### src/rtl/core/ac3sh_pkg.sv
// ----------------------------------------------------------------------------
// ac3sh_pkg
// Types, codes and header lookup tables for the AC-3 sync/header parser.
// ----------------------------------------------------------------------------
package ac3sh_pkg;

  localparam logic [15:0] SYNC_WORD      = 16'h0B77;
  localparam logic [4:0]  BSID_EXPECTED  = 5'h08;
  localparam logic [5:0]  FRMSIZE_CODES  = 6'd38;
  localparam logic [1:0]  FSCOD_RESERVED = 2'd3;
  localparam logic [16:0] SEARCH_TAIL    = 17'd8;   // sync must start by length-8
  localparam logic [15:0] HEADER_LEAD    = 16'd5;   // sync, crc, code bytes before bsid
  localparam logic [15:0] POS_MAX        = 16'hFFFF;

  localparam logic [1:0] HDR_CODE = 2'd2;  // header byte holding fscod/frmsizecod
  localparam logic [1:0] HDR_BSID = 2'd3;  // header byte holding bsid/bsmod

  typedef enum logic [1:0] {
    ST_OK       = 2'd0,
    ST_NO_SYNC  = 2'd1,
    ST_BAD_RATE = 2'd2,
    ST_BAD_BSID = 2'd3
  } status_t;

  typedef enum logic [1:0] {
    PH_SEARCH,
    PH_HEADER,
    PH_DRAIN
  } phase_t;

  typedef struct packed {
    logic [7:0]  data_byte;
    logic [15:0] buffer_length;
    logic        last_byte;
  } byte_req_t;

  typedef struct packed {
    status_t     status;
    logic [15:0] skipped_bytes;
    logic [15:0] sample_rate_hz;
    logic [11:0] frame_bytes;
    logic [9:0]  bitrate_kbps;
    logic [2:0]  stream_mode;
  } result_t;

  function automatic logic [15:0] sample_rate(input logic [1:0] fscod);
    logic [15:0] hz;
    case (fscod)
      2'd0:    hz = 16'd48000;
      2'd1:    hz = 16'd44100;
      2'd2:    hz = 16'd32000;
      default: hz = 16'd0;
    endcase
    return hz;
  endfunction

  // Nominal bitrate; codes come in pairs, 38 and up give zero.
  function automatic logic [9:0] bitrate(input logic [5:0] frmsizecod);
    logic [9:0] kbps;
    case (frmsizecod[5:1])
      5'd0:    kbps = 10'd32;
      5'd1:    kbps = 10'd40;
      5'd2:    kbps = 10'd48;
      5'd3:    kbps = 10'd56;
      5'd4:    kbps = 10'd64;
      5'd5:    kbps = 10'd80;
      5'd6:    kbps = 10'd96;
      5'd7:    kbps = 10'd112;
      5'd8:    kbps = 10'd128;
      5'd9:    kbps = 10'd160;
      5'd10:   kbps = 10'd192;
      5'd11:   kbps = 10'd224;
      5'd12:   kbps = 10'd256;
      5'd13:   kbps = 10'd320;
      5'd14:   kbps = 10'd384;
      5'd15:   kbps = 10'd448;
      5'd16:   kbps = 10'd512;
      5'd17:   kbps = 10'd576;
      5'd18:   kbps = 10'd640;
      default: kbps = 10'd0;
    endcase
    return kbps;
  endfunction

  // 44.1 kHz word count for the even code of each pair; odd codes add one.
  function automatic logic [10:0] words_44k(input logic [5:0] frmsizecod);
    logic [10:0] w;
    case (frmsizecod[5:1])
      5'd0:    w = 11'd69;
      5'd1:    w = 11'd87;
      5'd2:    w = 11'd104;
      5'd3:    w = 11'd121;
      5'd4:    w = 11'd139;
      5'd5:    w = 11'd174;
      5'd6:    w = 11'd208;
      5'd7:    w = 11'd243;
      5'd8:    w = 11'd278;
      5'd9:    w = 11'd348;
      5'd10:   w = 11'd417;
      5'd11:   w = 11'd487;
      5'd12:   w = 11'd557;
      5'd13:   w = 11'd696;
      5'd14:   w = 11'd835;
      5'd15:   w = 11'd975;
      5'd16:   w = 11'd1114;
      5'd17:   w = 11'd1253;
      5'd18:   w = 11'd1393;
      default: w = 11'd0;
    endcase
    return w + {10'd0, frmsizecod[0]};
  endfunction

  // Frame size in 16-bit words: 48k is 2x kbps, 32k is 3x kbps.
  function automatic logic [10:0] frame_words(input logic [5:0] frmsizecod,
                                              input logic [1:0] fscod);
    logic [9:0]  kbps;
    logic [10:0] w;
    kbps = bitrate(frmsizecod);
    case (fscod)
      2'd0:    w = {kbps, 1'b0};
      2'd1:    w = words_44k(frmsizecod);
      2'd2:    w = {kbps, 1'b0} + {1'b0, kbps};
      default: w = 11'd0;
    endcase
    return w;
  endfunction

endpackage

### src/rtl/core/ac3sh_parse.sv
// ----------------------------------------------------------------------------
// ac3sh_parse
// Per-byte sync search and header capture; one result per buffer.
// ----------------------------------------------------------------------------
module ac3sh_parse (
  input  logic                clk,
  input  logic                rst,
  input  logic                req_valid,
  input  ac3sh_pkg::byte_req_t req,
  output logic                res_valid,
  output ac3sh_pkg::result_t  res
);

  logic [15:0]       sync_window, sync_window_next;
  logic [15:0]       byte_position, byte_position_next;
  ac3sh_pkg::phase_t phase, phase_next;
  logic [1:0]        header_index, header_index_next;
  logic [7:0]        code_byte, code_byte_next;

  logic [15:0] window_shift;
  logic [15:0] offset;
  logic [15:0] pos_inc_sat;
  logic        sync_hit, bound_hit, hdr_done, trunc;
  logic [1:0]  fscod;
  logic [5:0]  frmsizecod;

  assign window_shift = {sync_window[7:0], req.data_byte};
  assign offset       = byte_position - 16'd1;
  assign pos_inc_sat  = (byte_position == ac3sh_pkg::POS_MAX) ? ac3sh_pkg::POS_MAX
                                                              : byte_position + 16'd1;
  assign fscod        = code_byte[7:6];
  assign frmsizecod   = code_byte[5:0];

  assign sync_hit  = (phase == ac3sh_pkg::PH_SEARCH) && (byte_position != 16'd0) &&
                     (window_shift == ac3sh_pkg::SYNC_WORD);
  assign bound_hit = (phase == ac3sh_pkg::PH_SEARCH) && (byte_position != 16'd0) &&
                     (window_shift != ac3sh_pkg::SYNC_WORD) &&
                     (({1'b0, offset} + ac3sh_pkg::SEARCH_TAIL) >= {1'b0, req.buffer_length});
  assign hdr_done  = (phase == ac3sh_pkg::PH_HEADER) && (header_index == ac3sh_pkg::HDR_BSID);
  // last mark arriving before any result for this buffer
  assign trunc     = req.last_byte && !bound_hit && !hdr_done &&
                     (phase != ac3sh_pkg::PH_DRAIN);

  // next state
  always_comb begin
    sync_window_next   = sync_window;
    byte_position_next = byte_position;
    phase_next         = phase;
    header_index_next  = header_index;
    code_byte_next     = code_byte;
    if (req_valid) begin
      case (phase)
        ac3sh_pkg::PH_SEARCH: begin
          sync_window_next = window_shift;
          if (sync_hit) begin
            phase_next        = ac3sh_pkg::PH_HEADER;
            header_index_next = 2'd0;
          end else if (bound_hit) begin
            phase_next = ac3sh_pkg::PH_DRAIN;
          end
        end
        ac3sh_pkg::PH_HEADER: begin
          if (header_index == ac3sh_pkg::HDR_CODE) begin
            code_byte_next = req.data_byte;
          end
          if (hdr_done) begin
            phase_next = ac3sh_pkg::PH_DRAIN;
          end else begin
            header_index_next = header_index + 2'd1;
          end
        end
        default: begin
        end
      endcase
      if (req.last_byte) begin
        sync_window_next   = '0;
        byte_position_next = '0;
        phase_next         = ac3sh_pkg::PH_SEARCH;
        header_index_next  = '0;
        code_byte_next     = '0;
      end else begin
        byte_position_next = pos_inc_sat;
      end
    end
  end

  // result
  always_comb begin
    res       = '0;
    res_valid = req_valid && (bound_hit || hdr_done || trunc);
    if (trunc) begin
      res.status        = ac3sh_pkg::ST_NO_SYNC;
      res.skipped_bytes = pos_inc_sat;
    end else if (bound_hit) begin
      res.status        = ac3sh_pkg::ST_NO_SYNC;
      res.skipped_bytes = offset;
    end else if (hdr_done) begin
      res.skipped_bytes = (byte_position >= ac3sh_pkg::HEADER_LEAD) ?
                          byte_position - ac3sh_pkg::HEADER_LEAD : 16'd0;
      if (fscod == ac3sh_pkg::FSCOD_RESERVED) begin
        res.status = ac3sh_pkg::ST_BAD_RATE;
      end else begin
        res.sample_rate_hz = ac3sh_pkg::sample_rate(fscod);
        if (frmsizecod < ac3sh_pkg::FRMSIZE_CODES) begin
          res.frame_bytes  = {ac3sh_pkg::frame_words(frmsizecod, fscod), 1'b0};
          res.bitrate_kbps = ac3sh_pkg::bitrate(frmsizecod);
        end
        if (req.data_byte[7:3] != ac3sh_pkg::BSID_EXPECTED) begin
          res.status = ac3sh_pkg::ST_BAD_BSID;
        end else begin
          res.status      = ac3sh_pkg::ST_OK;
          res.stream_mode = req.data_byte[2:0];
        end
      end
    end
  end

  always_ff @(posedge clk) begin
    if (rst) begin
      sync_window   <= '0;
      byte_position <= '0;
      phase         <= ac3sh_pkg::PH_SEARCH;
      header_index  <= '0;
      code_byte     <= '0;
    end else begin
      sync_window   <= sync_window_next;
      byte_position <= byte_position_next;
      phase         <= phase_next;
      header_index  <= header_index_next;
      code_byte     <= code_byte_next;
    end
  end

endmodule

### src/rtl/core/ac3sh_result_buf.sv
// ----------------------------------------------------------------------------
// ac3sh_result_buf
// Result output register with one skid entry behind it.
// ----------------------------------------------------------------------------
module ac3sh_result_buf (
  input  logic               clk,
  input  logic               rst,
  input  logic               push,
  input  ac3sh_pkg::result_t push_data,
  output logic               full,
  output logic               out_valid,
  input  logic               out_stall,
  output ac3sh_pkg::result_t out_data
);

  ac3sh_pkg::result_t skid_data;
  logic               skid_valid;
  logic               pop;

  assign pop  = out_valid && !out_stall;
  assign full = skid_valid;

  always_ff @(posedge clk) begin
    if (rst) begin
      out_valid  <= 1'b0;
      skid_valid <= 1'b0;
    end else if (skid_valid) begin
      if (pop) begin
        skid_valid <= 1'b0;
      end
    end else if (out_valid && !pop) begin
      if (push) begin
        skid_valid <= 1'b1;
      end
    end else begin
      out_valid <= push;
    end
  end

  always_ff @(posedge clk) begin
    if (skid_valid) begin
      if (pop) begin
        out_data <= skid_data;
      end
    end else if (out_valid && !pop) begin
      if (push) begin
        skid_data <= push_data;
      end
    end else if (push) begin
      out_data <= push_data;
    end
  end

endmodule

### src/rtl/core/ac3_sync_header_parser_core.sv
// ----------------------------------------------------------------------------
// ac3_sync_header_parser_core
// AC-3 syncinfo/BSI header parser: finds 0x0B77 and reports frame parameters.
// ----------------------------------------------------------------------------
// Takes one byte per clock and emits one result request per buffer. Each byte
// is registered on acceptance; the sync search / header step runs on it while
// the skid entry is free, and any result lands in the output register or its
// skid entry, so a result is registered after the byte that completes it (the
// byte that reaches the search bound, the bsid byte, or the last byte of a
// short buffer). Sustained rate is one byte per cycle; byte_stall rises only
// when the output register and its skid entry both hold results that have
// not been taken. No clearing pass after reset.
module ac3_sync_header_parser_core (
  input  logic        clk,
  input  logic        rst,
  // byte channel
  input  logic        byte_valid,
  output logic        byte_stall,
  input  logic [7:0]  data_byte,
  input  logic [15:0] buffer_length,
  input  logic        last_byte,
  // result channel
  output logic        result_valid,
  input  logic        result_stall,
  output logic [1:0]  status,
  output logic [15:0] skipped_bytes,
  output logic [15:0] sample_rate_hz,
  output logic [11:0] frame_bytes,
  output logic [9:0]  bitrate_kbps,
  output logic [2:0]  stream_mode
);

  // Input register: one byte request waiting for the parse step.
  ac3sh_pkg::byte_req_t byte_req;
  logic                 byte_req_valid;
  logic                 byte_accept;
  logic                 step;      // parse step consumes byte_req this cycle

  // Parse step to result buffer.
  logic                 res_valid;
  ac3sh_pkg::result_t   res;
  logic                 buf_full;
  ac3sh_pkg::result_t   out_data;

  // The step only holds off while the skid entry is occupied, so the held
  // byte always has a place for the result it may produce.
  assign step        = byte_req_valid && !buf_full;
  assign byte_stall  = byte_req_valid && buf_full;
  assign byte_accept = byte_valid && !byte_stall;

  always_ff @(posedge clk) begin
    if (rst) begin
      byte_req_valid <= 1'b0;
    end else if (byte_accept) begin
      byte_req_valid <= 1'b1;
    end else if (step) begin
      byte_req_valid <= 1'b0;
    end
  end

  always_ff @(posedge clk) begin
    if (byte_accept) begin
      byte_req.data_byte     <= data_byte;
      byte_req.buffer_length <= buffer_length;
      byte_req.last_byte     <= last_byte;
    end
  end

  ac3sh_parse u_parse (
    .clk       (clk),
    .rst       (rst),
    .req_valid (step),
    .req       (byte_req),
    .res_valid (res_valid),
    .res       (res)
  );

  ac3sh_result_buf u_result_buf (
    .clk       (clk),
    .rst       (rst),
    .push      (res_valid),
    .push_data (res),
    .full      (buf_full),
    .out_valid (result_valid),
    .out_stall (result_stall),
    .out_data  (out_data)
  );

  assign status         = out_data.status;
  assign skipped_bytes  = out_data.skipped_bytes;
  assign sample_rate_hz = out_data.sample_rate_hz;
  assign frame_bytes    = out_data.frame_bytes;
  assign bitrate_kbps   = out_data.bitrate_kbps;
  assign stream_mode    = out_data.stream_mode;

endmodule

### config.mk
export PLATFORM = sky130hd
export DESIGN_NAME = ac3_sync_header_parser_core
export DESIGN_NICKNAME = d
export VERILOG_FILES = /design/src/rtl/core/ac3sh_pkg.sv /design/src/rtl/core/ac3sh_parse.sv /design/src/rtl/core/ac3sh_result_buf.sv /design/src/rtl/core/ac3_sync_header_parser_core.sv
export SDC_FILE = /design/constraint.sdc
export NUM_CORES = 1
export LEC_CHECK = 0
export BUFFER_PORTS_ARGS = -buffer_cell sky130_fd_sc_hd__buf_2
export CAP_MARGIN = 20
export CORE_UTILIZATION = 51
export DETAILED_ROUTE_END_ITERATION = 10
export PLACE_DENSITY = 0.73
export SLEW_MARGIN = 10
export SYNTH_ARGS = -nofsm -noshare
export SYNTH_HDL_FRONTEND = slang
export SYNTH_SLANG_ARGS = --single-unit
### constraint.sdc
create_clock -name clk -period 7.05 [get_ports clk]
set_clock_uncertainty 0.2 [all_clocks]
set_input_delay 1.41 -clock clk [delete_from_list [all_inputs] [get_ports clk]]
set_output_delay 1.41 -clock clk [all_outputs]
set_load 0.005 [all_outputs]
; ---- Yosys cells after proc, flatten, opt, wreduce, memory -nomap -nowiden
; Memories as Yosys holds them, arrays and structs flattened. A register that Yosys moved wholly into a read port is not among the register bits.
; Cells that the tools add are included.
[op_classes]
order_cmp = 3
n_eq_ne = 17
reduce_logical = 38
bitwise_logic = 2
n_mux = 56
add_sub_neg = 7
[ops]
columns = operator, count
row1 = 59-bit 2-to-1 mux, 5
row2 = 41-bit 2-to-1 mux, 3
row3 = 11-bit 2-to-1 mux, 6
row4 = 10-bit 2-to-1 mux, 5
row5 = 16-bit 2-to-1 mux, 3
row6 = 16-bit one-hot mux with 3 select lines, 1
row7 = 8-bit 2-to-1 mux, 5
row8 = 18-bit 2-to-1 mux, 2
row9 = 11-bit one-hot mux with 3 select lines, 1
row10 = 5-bit 2-to-1 mux, 6
row11 = 22-bit 2-to-1 mux, 1
row12 = 2-bit 2-to-1 mux, 9
row13 = "16-bit by 4-bit adder with 17-bit output, second input constant", 1
row14 = 17-bit by 16-bit >= comparator with 1-bit output, 1
row15 = "16-bit by 1-bit adder with 16-bit output, second input constant", 1
row16 = "16-bit by 12-bit == test with 1-bit output, second input constant", 1
row17 = "16-bit == test, second input constant", 1
row18 = "16-bit by 3-bit >= comparator with 1-bit output, second input constant", 1
row19 = "16-bit by 12-bit inequality test with 1-bit output, second input constant", 1
row20 = 16-bit nonzero test, 1
row21 = "16-bit by 1-bit subtractor with 16-bit output, second input constant", 1
row22 = "16-bit by 3-bit subtractor with 16-bit output, second input constant", 1
row23 = 1-bit logical AND, 14
row24 = 11-bit by 1-bit adder with 11-bit output, 1
row25 = other kinds (23), 51
[word_totals]
reg_bits = 182
in_bits = 29
n_memories = 3
rom_bits = 800
[memory_table]
columns = memory, words, width, rd, rd_ports_with_merged_regs, wr, line
row1 = (no name shown), 32, 11, 1, 1, 0, ac3sh_pkg.sv:88  ; case (frmsizecod[5:1])
row2 = (no name shown), 32, 7, 1, 1, 0, ac3sh_pkg.sv:60  ; case (frmsizecod[5:1])
row3 = (no name shown), 32, 7, 1, 1, 0, ac3sh_pkg.sv:60

; ---- Logic depth before layout (Yosys ltp)
; Gate-level depths: netlist of the first run.
[logic_depth]
ltp_word = 19
ltp_mapped = 21
ltp_nobuf = 19

; ---- Cells and area by module
; A second synthesis of the first run with hierarchy kept.
[unflattened]
cells_unflattened = 947
area_unflattened_um2 = 10716.5
[by_module_without_submodules]
columns = mod, n_inst, seq_area_each_um2, area_per_inst_um2, cells_each
row1 = ac3sh_parse, 1, 1021.0, 5266.3, 720
row2 = ac3sh_result_buf, 1, 3583.4, 4644.5, 196
row3 = ac3_sync_header_parser_core, 1, 770.7, 805.8, 31

; ---- Worst setup path before layout of the first run
; OpenSTA, ideal clock, no wires.
[synth_path]
path_kind = register to register
from = register u_parse.byte_position[0]
to = register u_result_buf.out_data[0] (netlist name)
setup_ps = 520
t_required_ps = 6330
arrival_time_ps = 6889
path_buffers = 1
stages_incl_launch_ff = 18
period_less_slack_ps = 7609
slack_ps = -559
path_cell_list = dfxtp_1 inv_1 ha_1 buf_2 nor4b_4 nand4_1 xnor2_1 nand3_1 xnor2_1 ha_1 nand3_1 nor2_1 o311ai_0 o211ai_1 a31oi_4 nor2_1 o21ai_0 a21boi_0
[synth_via]
elab_chain_cells = 12
elab_cells_between_ends = 16
classes_between = add/sub (2) / order compare (1) / reduce/logical (13)
[synth_lines]
columns = item, line
row1 = "start, declared", ac3sh_parse.sv:15  ; logic [15:0] byte_position, byte_position_next;
row2 = "start signal, assigned", ac3sh_parse.sv:127  ; byte_position <= byte_position_next;
row3 = 16-bit by 1-bit subtractor with 16-bit output / 16-bit nonzero test (equally long branches), "ac3sh_parse.sv:28, ac3sh_parse.sv:36"
row4 = 16-bit by 4-bit adder with 17-bit output / 1-bit logical AND (equally long branches), "ac3sh_parse.sv:38, ac3sh_parse.sv:36"
row5 = 17-bit by 16-bit >= comparator with 1-bit output / 1-bit logical AND (equally long branches), "ac3sh_parse.sv:38, ac3sh_parse.sv:36"
row6 = 1-bit logical AND (*), ac3sh_parse.sv:37  ; (window_shift != ac3sh_pkg::SYNC_WORD) &&
row7 = 1-bit zero test, ac3sh_parse.sv:41  ; assign trunc = req.last_byte && !bound_hit && !hdr_done &&
row8 = 1-bit logical AND (3 in series), ac3sh_parse.sv:41
row9 = 1-bit logical OR (*), ac3sh_parse.sv:90  ; res_valid = req_valid && (bound_hit || hdr_done || trunc);
row10 = 1-bit logical AND (*), ac3sh_parse.sv:90
row11 = 2-bit nonzero test (no line) (*), --
row12 = 3-bit AND reduction (no line) (*), --
; Every way passes the cells marked *; elsewhere a longest branch is shown, timed or not.
; A chain may end at the register's enable or synchronous reset.

; ---- Final worst setup path of the first run
[layout_path]
from = register u_parse.byte_position[0]
to = register u_result_buf.out_data[45] (netlist name)
[layout_via]
elab_chain_cells = 12
elab_cells_between_ends = 16
classes_between = add/sub (2) / order compare (1) / reduce/logical (13)
[layout_lines]
columns = item, line
row1 = 16-bit by 1-bit subtractor with 16-bit output / 16-bit nonzero test (equally long branches), "ac3sh_parse.sv:28, ac3sh_parse.sv:36"
row2 = 16-bit by 4-bit adder with 17-bit output / 1-bit logical AND (equally long branches), "ac3sh_parse.sv:38, ac3sh_parse.sv:36"
row3 = 17-bit by 16-bit >= comparator with 1-bit output / 1-bit logical AND (equally long branches), "ac3sh_parse.sv:38, ac3sh_parse.sv:36"
row4 = 1-bit logical AND (*), ac3sh_parse.sv:37
row5 = 1-bit zero test, ac3sh_parse.sv:41
row6 = 1-bit logical AND (3 in series), ac3sh_parse.sv:41
row7 = 1-bit logical OR (*), ac3sh_parse.sv:90
row8 = 1-bit logical AND (*), ac3sh_parse.sv:90
row9 = 2-bit nonzero test (no line) (*), --
row10 = 3-bit AND reduction (no line) (*), --
; Marks and branches as above.

==> out/results.txt, run 1 <==
CP required = 6.97 ns
Clock Pin Slew Worst Setup and Hold Paths = 0.08 ns
io pins = 90
CTS sink count = 171
CP startpoint kind = register
final non-filler cell total = 1298
max-cap violation count = 0
FF-to-FF End = u_result_buf.out_data[45]$_DFFE_PP_
post-synthesis sequential area ratio = 46.6%
final net count = 1096
Avg Cell Area, Syn = 10.0 um2
Num CTS Buffers = 17
Yosys top cell by area = edfxtp_1
Slew Limit Fails = 0
share of flip-flops with an asynchronous set or reset = 0%
share of post-route cells with drive strength above 1 = 19.0%
post-synthesis register bit count = 171
setup_tns = 0 ns
RSZ-0062 raised after global routing = no
# H-tree levels = 4
die height = 141 um
Worst R2R Setup Slack = 1.16 ns
crit path kind = reg2reg
fin crit period = 5.89 ns
Setup crit end = u_result_buf.out_data[45]$_DFFE_PP_
Max VDD drop = 0.176 mV
Yosys top cell area share = 35.6%
design area = 11000 um2
dominant synthesized flop cell = edfxtp_1
post-CTS sizing = 0
cts hold-fix bufs = 0
Filler cells = 1585
vias per cell = 5.80
Clock Latency Late Sink = 0.44 ns
commonest non-fill, non-tap cell in the layout = edfxtp_1
# setup viols final = 0
Placed Cells = 1265
relative slew slack = 34.9%
WL final = 22.8 mm
Worst-Margin Slew = 0.975 ns
Initial Util = 52.4%
area of the core = 18800 um2
Final HPWL DP = 16.4 mm
Mapped Cells = 983
top cells by area, synth = edfxtp_1, dfxtp_1, ha_1, nor2_1, mux2_2
WP data arrival = 5.81 ns
postcts setup bufs = 0
Rows = 50
drt wl/cell = 17.5 um
total track usage = 23.7%
placed cell area = 10300 um2
nature of the critical path endpoint = register
Cell Pwr Density = 214 nW/um2
total number of vias = 7522
largest net degree at the start of global routing = 47
R2R depth = 17
RD Place Congestion = 0.978
crit path cell chain = inv_1 -> ha_1 -> nor4b_4 -> nand4_1 -> xnor2_1 -> nand3_1 -> xnor2_1 -> ha_1 -> nand3_1 -> nor2_1 -> a221oi_1 -> o211ai_1 -> a31oi_4 -> nor2_1 -> o21ai_0 -> a21boi_4 -> buf_4
Final period util = 83.5%
first-pass GRT wire length = 36.7 mm
CP max stage delay = 0.67 ns
number of global-route vias before repair = 6896
Lkg Pwr = 4.36 nW
yosys warns = 0
Critical-path top delay cell = xnor2_1
CP max FO = 46
1st-iter DRT viols = 896
clk buf depth = 2
TritonRoute pass-1 iters = 5
CTS tree = built
Final Hold Fails = 0
Root Buffer = clkbuf_16
outcome = finished, final reports clean
class of the worst hold path = reg2reg
# port buffers = 80
antenna violations before repair = 0
Die Width = 141 um
fmax = 170 MHz
most frequent cells in the layout = edfxtp_1, nor2_1, nand2_1, buf_2, a21oi_1
Die Area = 19900 um2
critical path startpoint = u_parse.byte_position[0]$_SDFFE_PP0P_
antenna viol nets, final = 0
P&R area growth vs syn = 11.4%
GRT Residual Overflow = 0
Post-synth EDFFs = 117
mapped cell area = 9860 um2
drt drc = 0
Netlist cell types = 89
RR Startpoint = u_parse.byte_position[0]$_SDFFE_PP0P_
worst min-delay path by stage:
stage	start	slack, ns	depth (start not counted)	endpoint
after floorplan	u_parse.header_index[1]$_SDFFE_PP0P_	0.25	2	u_parse.header_index[1]$_SDFFE_PP0P_
after global placement	u_parse.header_index[1]$_SDFFE_PP0P_	0.26	2	u_parse.header_index[1]$_SDFFE_PP0P_
after detailed placement	u_parse.header_index[1]$_SDFFE_PP0P_	0.28	2	u_parse.header_index[1]$_SDFFE_PP0P_
after CTS	u_parse.header_index[1]$_SDFFE_PP0P_	0.29	2	u_parse.header_index[1]$_SDFFE_PP0P_
after global routing	u_parse.header_index[1]$_SDFFE_PP0P_	0.31	2	u_parse.header_index[1]$_SDFFE_PP0P_
final	u_parse.header_index[1]$_SDFFE_PP0P_	0.29	2	u_parse.header_index[1]$_SDFFE_PP0P_
worst max-delay path, delay by kind of cell, from the launching register on:
kind / cells / cell delay (ns)
AOI/OAI and AO/OA: 5 / 1.66
and+or+nand+nor: 6 / 1.26
xor gates and xnor gates: 2 / 0.84
adders and majority gates: 2 / 0.68
buffers and inverters: 2 / 0.49
DFF: 1 / 0.41
cells in the mapped netlist, drive strengths merged (5+ instances only):
master / count
nand3b: 5
xor2: 14
o21ai: 42
clkbuf: 51
o22ai: 10
mux2: 35
buf: 26
o211ai: 8
nor3: 23
or3: 10
mux2i: 18
a21oi: 59
nor2b: 14
nand2b: 7
o31ai: 13
a21o: 5
a22oi: 10
inv: 44
nand3: 29
and2: 22
nor4: 9
nand2: 82
a211oi: 10
nor2: 92
a31oi: 21
dfxtp: 54
ha: 42
edfxtp: 117
or2: 9
xnor2: 26
a221oi: 6
nand4: 8
metal layers:
metal | global-route usage, % | routed length, um | vias to the layer above
li1 | - | - | 3651
met5 | 0 | 0 | -
met3 | 5.88 | 1550 | 48
met4 | 7.44 | 500 | 0
met1 | 34.3 | 11000 | 3536
met2 | 34.8 | 9720 | 287
cells by family (layout without fill, tap and decap cells):
family	count (synthesis)	in the layout	synth area share, %
and+or+nand+nor	329	329	17.0
other	1	10	0.0380
adders and majority gates	43	43	5.53
buffers and inverters	122	168	5.57
muxes	53	53	6.01
AOI/OAI and AO/OA	224	224	15.7
xor gates and xnor gates	40	40	3.63
DFF	171	171	46.6
power breakdown:
part / leakage, nW / switching [W] / internal (W) / total, W
registers: 1.55 / 0.0000137 / 0.00110 / 0.00111
logic: 2.50 / 0.000172 / 0.000108 / 0.000280
clock network: 0.303 / 0.000474 / 0.000490 / 0.000964
total: 4.36 / 0.000660 / 0.00170 / 0.00236
final cells by class:
class | instances | area (um2) | area share (%)
Timing Repair Buffer | 91 | 483 | 4.40
Sequential cell | 171 | 4590 | 41.8
Tap cell | 260 | 325 | 2.96
Inverter | 45 | 169 | 1.54
Antenna cell | 1 | 2.50 | 0.0228
Multi-Input combinational cell | 698 | 4780 | 43.5
Clock buffer | 17 | 425 | 3.87
Clock inverter | 15 | 209 | 1.90
state kept, by name, summed over array words and instances, names as in the netlist, named ones only:
register / flops
byte_req: 25
byte_req_valid: 1
u_parse.byte_position: 16
u_parse.code_byte: 8
u_parse.header_index: 2
u_parse.phase: 2
u_parse.sync_window: 8
u_result_buf.full: 1
u_result_buf.out_data: 46
u_result_buf.out_valid: 1
u_result_buf.skid_data: 46
stage by stage:
| stage | hold WS, ns | setup slack, ns | utilization [%] | power [W] |
|---|---|---|---|---|
| global route | 0.307 | 0.734 | 58.3 | 0.00244 |
| detailed placement | 0.275 | 1.32 | 55.0 | 0.00141 |
| CTS | 0.286 | 1.29 | 58.3 | 0.00236 |
| floorplan | 0.252 | 0.693 | - | 0.00134 |
| global placement | 0.265 | 1.58 | 55.0 | 0.00140 |
| finish | 0.285 | 1.16 | 58.3 | 0.00236 |
Note: power is estimated with default switching activity, not from simulation.
==> inputs of run 2 (changes only) <==
PLACE_DENSITY = 0.7   (was 0.73)
clock period = 5.6 ns   (was 7.05 ns; I/O delays follow)
==> out/results.txt, run 2 (synthesized netlist as in run 1, its figures left out) <==
FF-to-FF End = u_result_buf.out_data[37]$_DFFE_PP_
most frequent cells in the layout = edfxtp_1, nor2_1, nand2_1, buf_2, a21oi_1
1st-iter DRT viols = 821
RR Startpoint = u_parse.byte_position[0]$_SDFFE_PP0P_
post-CTS sizing = 0
first-pass GRT wire length = 37.2 mm
biggest regs = u_result_buf.out_data (46), u_result_buf.skid_data (46), byte_req (25)
clk buf depth = 2
final non-filler cell total = 1310
Critical-path top delay cell = dfxtp_1
vias per cell = 5.78
largest net degree at the start of global routing = 47
Die Width = 141 um
relative slew slack = 40.1%
Cell Pwr Density = 266 nW/um2
WL final = 23.0 mm
Worst-Margin Slew = 0.893 ns
setup_tns = 0 ns
Max VDD drop = 0.216 mV
P&R area growth vs syn = 12.1%
antenna violations before repair = 0
RD Place Congestion = 1.00
# setup viols final = 0
Clock Pin Slew Worst Setup and Hold Paths = 0.07 ns
Final Hold Fails = 0
Hold Crit Endpoint = u_parse.header_index[1]$_SDFFE_PP0P_
Num CTS Buffers = 17
cell family with most CP delay = compound AO/OA/AOI/OAI gates
crit path kind = reg2reg
# H-tree levels = 4
TritonRoute pass-1 iters = 8
io pins = 90
CP max stage delay = 0.44 ns
CP startpoint kind = register
Die Area = 19900 um2
crit path cell chain = inv_1 -> ha_1 -> nor4b_4 -> nand3_1 -> xnor2_1 -> o311a_4 -> nand2_1 -> xnor2_1 -> ha_1 -> a21o_1 -> a221oi_1 -> o211ai_1 -> a31oi_4 -> nor2_1 -> o21ai_0 -> buf_4 -> a21boi_4 -> buf_12
CP max FO = 46
ant diodes = 0
CTS tree = built
max-cap violation count = 0
CTS sink count = 171
postcts setup bufs = 0
Root Buffer = clkbuf_16
GRT Residual Overflow = 0
fmax = 190 MHz
Initial Util = 52.4%
Hold Crit Depth = 2
commonest non-fill, non-tap cell in the layout = edfxtp_1
Metal-1 WL = 11.2 mm
Lkg Pwr = 4.43 nW
nature of the critical path endpoint = register
class of the worst hold path = reg2reg
antenna viol nets, final = 0
R2R depth = 18
Bufs and invs on worst path = 3
WP data arrival = 5.22 ns
hold_sp = u_parse.header_index[1]$_SDFFE_PP0P_
Final HPWL DP = 16.5 mm
Slew Limit Fails = 0
die height = 141 um
Rows = 50
metal3 WL = 1.54 mm
outcome = finished, final reports clean
final net count = 1110
total track usage = 23.9%
Clock Latency Late Sink = 0.43 ns
DR top layer = met4
Final period util = 94.1%
share of post-route cells with drive strength above 1 = 19.7%
# port buffers = 80
CP required = 5.55 ns
RSZ-0062 raised after global routing = no
number of global-route vias before repair = 6965
fin crit period = 5.27 ns
drt drc = 0
Worst R2R Setup Slack = 0.33 ns
area of the core = 18800 um2
total number of vias = 7569
Placed Cells = 1279
wire length on met2 = 9.78 mm
drt wl/cell = 17.6 um
cts hold-fix bufs = 0
[run 2: per-layer routing]
metal / vias to the layer above / GRT usage (%)
li1: 3670 / -
met1: 3524 / 34.7
met2: 324 / 35.2
met3: 51 / 4.65
met4: 0 / 8.75
met5: - / 0
[run 2: worst max-delay path by stage]
stage | endpoint | startpoint | cells after the start
final | u_result_buf.out_data[37]$_DFFE_PP_ | u_parse.byte_position[0]$_SDFFE_PP0P_ | 18
after global routing | u_result_buf.out_data[43]$_DFFE_PP_ | u_parse.byte_position[0]$_SDFFE_PP0P_ | 21
after CTS | u_result_buf.out_data[43]$_DFFE_PP_ | u_parse.byte_position[0]$_SDFFE_PP0P_ | 19
after detailed placement | u_result_buf.out_data[56]$_DFFE_PP_ | u_parse.byte_position[0]$_SDFFE_PP0P_ | 19
after global placement | u_result_buf.out_data[45]$_DFFE_PP_ | u_parse.byte_position[0]$_SDFFE_PP0P_ | 18
after floorplan | u_result_buf.out_data[0]$_DFFE_PP_ | u_parse.byte_position[0]$_SDFFE_PP0P_ | 17
[run 2: report_power, final]
group          internal (W)  switching [W]
registers           0.00138      0.0000171
logic              0.000140       0.000215
clock network      0.000667       0.000523
total               0.00219       0.000755
[run 2: worst reg2reg max path, cell delays in order (launching register included)]
cell and delay [ns]:
dfxtp_1 0.44, inv_1 0.23, ha_1 0.41, nor4b_4 0.40, nand3_1 0.17, xnor2_1 0.34
o311a_4 0.32, nand2_1 0.08, xnor2_1 0.13, ha_1 0.30, a21o_1 0.19, a221oi_1 0.29
o211ai_1 0.28, a31oi_4 0.44, nor2_1 0.15, o21ai_0 0.18, buf_4 0.17, a21boi_4 0.06
buf_12 0.17
[run 2: layout make-up]
| type | instances | area, um2 |
|---|---|---|
| clock buffers | 17 | 425 |
| clock inverters | 14 | 158 |
| fillers | 1639 | 7780 |
| inverters | 45 | 169 |
| multi-input cells | 698 | 4770 |
| flip-flops and latches | 171 | 4590 |
| well taps | 260 | 325 |
| repair buffers | 105 | 613 |
[run 2: per-stage QoR]
| stage | util [%] | worst slack, ns | area [um2] | hold slack [ns] | power [W] |
|---|---|---|---|---|---|
| final | 58.7 | 0.333 | 11100 | 0.284 | 0.00294 |
| after global routing | 58.7 | 0.0148 | 11100 | 0.324 | 0.00305 |
| after CTS | 58.7 | 0.403 | 11100 | 0.286 | 0.00296 |
| after detailed placement | 55.6 | 0.466 | 10500 | 0.276 | 0.00178 |
| after global placement | 55.6 | 0.672 | 10500 | 0.265 | 0.00177 |
| after floorplan | - | 0.0205 | 9900 | 0.252 | 0.00169 |
==> inputs of run 3 (changes only) <==
CELL_PAD_IN_SITES_DETAIL_PLACEMENT = 1   (was default)
CELL_PAD_IN_SITES_GLOBAL_PLACEMENT = 1   (was default)
CORE_UTILIZATION = 47   (was 51)
PLACE_DENSITY = default   (was 0.7)
PLACE_DENSITY_LB_ADDON = 0.1   (was default)
==> out/results.txt, run 3 (synthesized netlist as in run 1, its figures left out) <==
Critical-path top delay cell = nor4b_4
nature of the critical path endpoint = register
Hold Crit Depth = 2
commonest non-fill, non-tap cell in the layout = edfxtp_1
CTS tree = built
fmax = 186 MHz
Final HPWL DP = 19.9 mm
biggest regs = u_result_buf.out_data (46), u_result_buf.skid_data (46), byte_req (25)
TritonRoute pass-1 iters = 5
first-pass GRT wire length = 44.2 mm
setup_tns = 0 ns
drt wl/cell = 21.0 um
FF-to-FF End = u_result_buf.out_data[44]$_DFFE_PP_
total power = 0.00303 W
antenna violations before repair = 0
fin crit period = 5.37 ns
clock share of power = 41.3%
Die Area = 21600 um2
vias per cell = 5.90
crit path kind = reg2reg
critical path startpoint = u_parse.byte_position[0]$_SDFFE_PP0P_
NetSw = 0.000822 W
Rows = 52
RSZ-0062 raised after global routing = no
RD Place Congestion = 0.931
# port buffers = 80
Final period util = 95.9%
Bufs and invs on worst path = 3
area of the core = 20400 um2
CP startpoint kind = register
CP max stage delay = 0.48 ns
hold_sp = u_parse.header_index[1]$_SDFFE_PP0P_
pre-CTS setup slack = 0.214 ns
CP required = 5.58 ns
Cell Pwr Density = 271 nW/um2
Initial Util = 48.3%
Max VDD drop = 0.187 mV
Final Hold Fails = 0
WP data arrival = 5.35 ns
Lkg Pwr = 4.47 nW
final net count = 1113
R2R depth = 19
Clock Latency Late Sink = 0.43 ns
outcome = finished, final reports clean
Logic pwr share = 12.4%
CP max FO = 11
antenna viol nets, final = 0
number of global-route vias before repair = 7738
GRT Residual Overflow = 0
largest net degree at the start of global routing = 47
clk buf depth = 2
# H-tree levels = 4
die height = 147 um
Slew Limit Fails = 0
most frequent cells in the layout = edfxtp_1, nor2_1, buf_2, nand2_1, a21oi_1
io pins = 90
ant diodes = 0
1st-iter DRT viols = 686
# setup viols final = 0
total number of vias = 7818
cell family with most CP delay = compound AO/OA/AOI/OAI gates
Die Width = 147 um
max-cap violation count = 0
CTS sink count = 171
final worst slack = 0.232 ns
Root Buffer = clkbuf_16
share of post-route cells with drive strength above 1 = 21.0%
crit path cell chain = inv_1 -> ha_2 -> nor4b_4 -> buf_4 -> and2_1 -> nor2_2 -> o311a_4 -> nand3_1 -> xnor2_1 -> ha_1 -> nand3_1 -> nor2_1 -> a221oi_1 -> o211ai_1 -> a31oi_4 -> buf_4 -> o31ai_1 -> a211o_1 -> mux2_4
Hold Crit Endpoint = u_parse.header_index[1]$_SDFFE_PP0P_
switching share of power = 27.1%
WL final = 27.8 mm
Clock Pin Slew Worst Setup and Hold Paths = 0.08 ns
class of the worst hold path = reg2reg
Pint = 0.00221 W
Worst-Margin Slew = 0.971 ns
final hold slack = 0.286 ns
P&R area growth vs syn = 13.3%
total track usage = 26.5%
drt drc = 0
RR Startpoint = u_parse.byte_position[0]$_SDFFE_PP0P_
cts hold-fix bufs = 0
Seq pwr share = 46.2%
Num CTS Buffers = 17
Worst R2R Setup Slack = 0.23 ns
relative slew slack = 35.1%
[run 3: final cells by class]
cell class / count / area, um2
well taps: 270 / 338
repair buffers: 108 / 639
clock inverters: 13 / 170
fillers: 2305 / 9250
multi-input cells: 698 / 4800
clock buffers: 19 / 464
inverters: 45 / 169
flip-flops and latches: 171 / 4590
[run 3: worst reg2reg max path, delay by kind of cell (launching register included)]
family | cells | cell delay, ns
mux | 1 | 0.28
flops | 1 | 0.45
compound gates | 6 | 1.69
buf+inv | 3 | 0.66
fa+ha+maj | 2 | 0.61
simple gates | 6 | 1.10
xor+xnor | 1 | 0.13
[run 3: power groups by stage]
stage | Combinational, W | Sequential [W] | Clock (W)
after floorplan | 0.000266 | 0.00143 | 0
after global placement | 0.000352 | 0.00143 | 0
after detailed placement | 0.000363 | 0.00143 | 0
after CTS | 0.000367 | 0.00140 | 0.00127
after global routing | 0.000411 | 0.00141 | 0.00132
final | 0.000377 | 0.00140 | 0.00125
[run 3: repair_timing]
item,4_1_cts,5_1_grt
buffers inserted,0,2
resized for setup,0,9
endpoints found under the setup margin,0,115
[run 3: how the worst max path moves through the flow]
stage | end | slack, ns | cells after the start
5_1_grt | u_result_buf.out_data[0]$_DFFE_PP_ | 0.007 | 20
2_1_floorplan | u_result_buf.out_data[0]$_DFFE_PP_ | 0.02 | 17
4_1_cts | u_result_buf.skid_data[45]$_DFFE_PP_ | 0.10 | 19
3_3_place_gp | u_result_buf.out_data[47]$_DFFE_PP_ | 0.42 | 20
6_report | u_result_buf.out_data[44]$_DFFE_PP_ | 0.23 | 19
3_5_place_dp | u_result_buf.skid_data[47]$_DFFE_PP_ | 0.21 | 19
[run 3: metal layers]
| layer | vias to the layer above | wire (um) | track usage [%] |
|---|---|---|---|
| met3 | 24 | 1350 | 3.39 |
| met1 | 3867 | 13500 | 39.2 |
| met5 | - | 0 | 0 |
| met4 | 0 | 304 | 6.77 |
| met2 | 246 | 12700 | 40.8 |
| li1 | 3681 | - | - |
[run 3: per-stage QoR]
step | std cells | utilization, % | instance area [um2]
after global placement | 1290 | 51.4 | 10500
after global routing | 1324 | 54.7 | 11200
final | 1324 | 54.7 | 11200
after floorplan | 991 | - | 9900
after CTS | 1322 | 54.5 | 11100
after detailed placement | 1290 | 51.4 | 10500
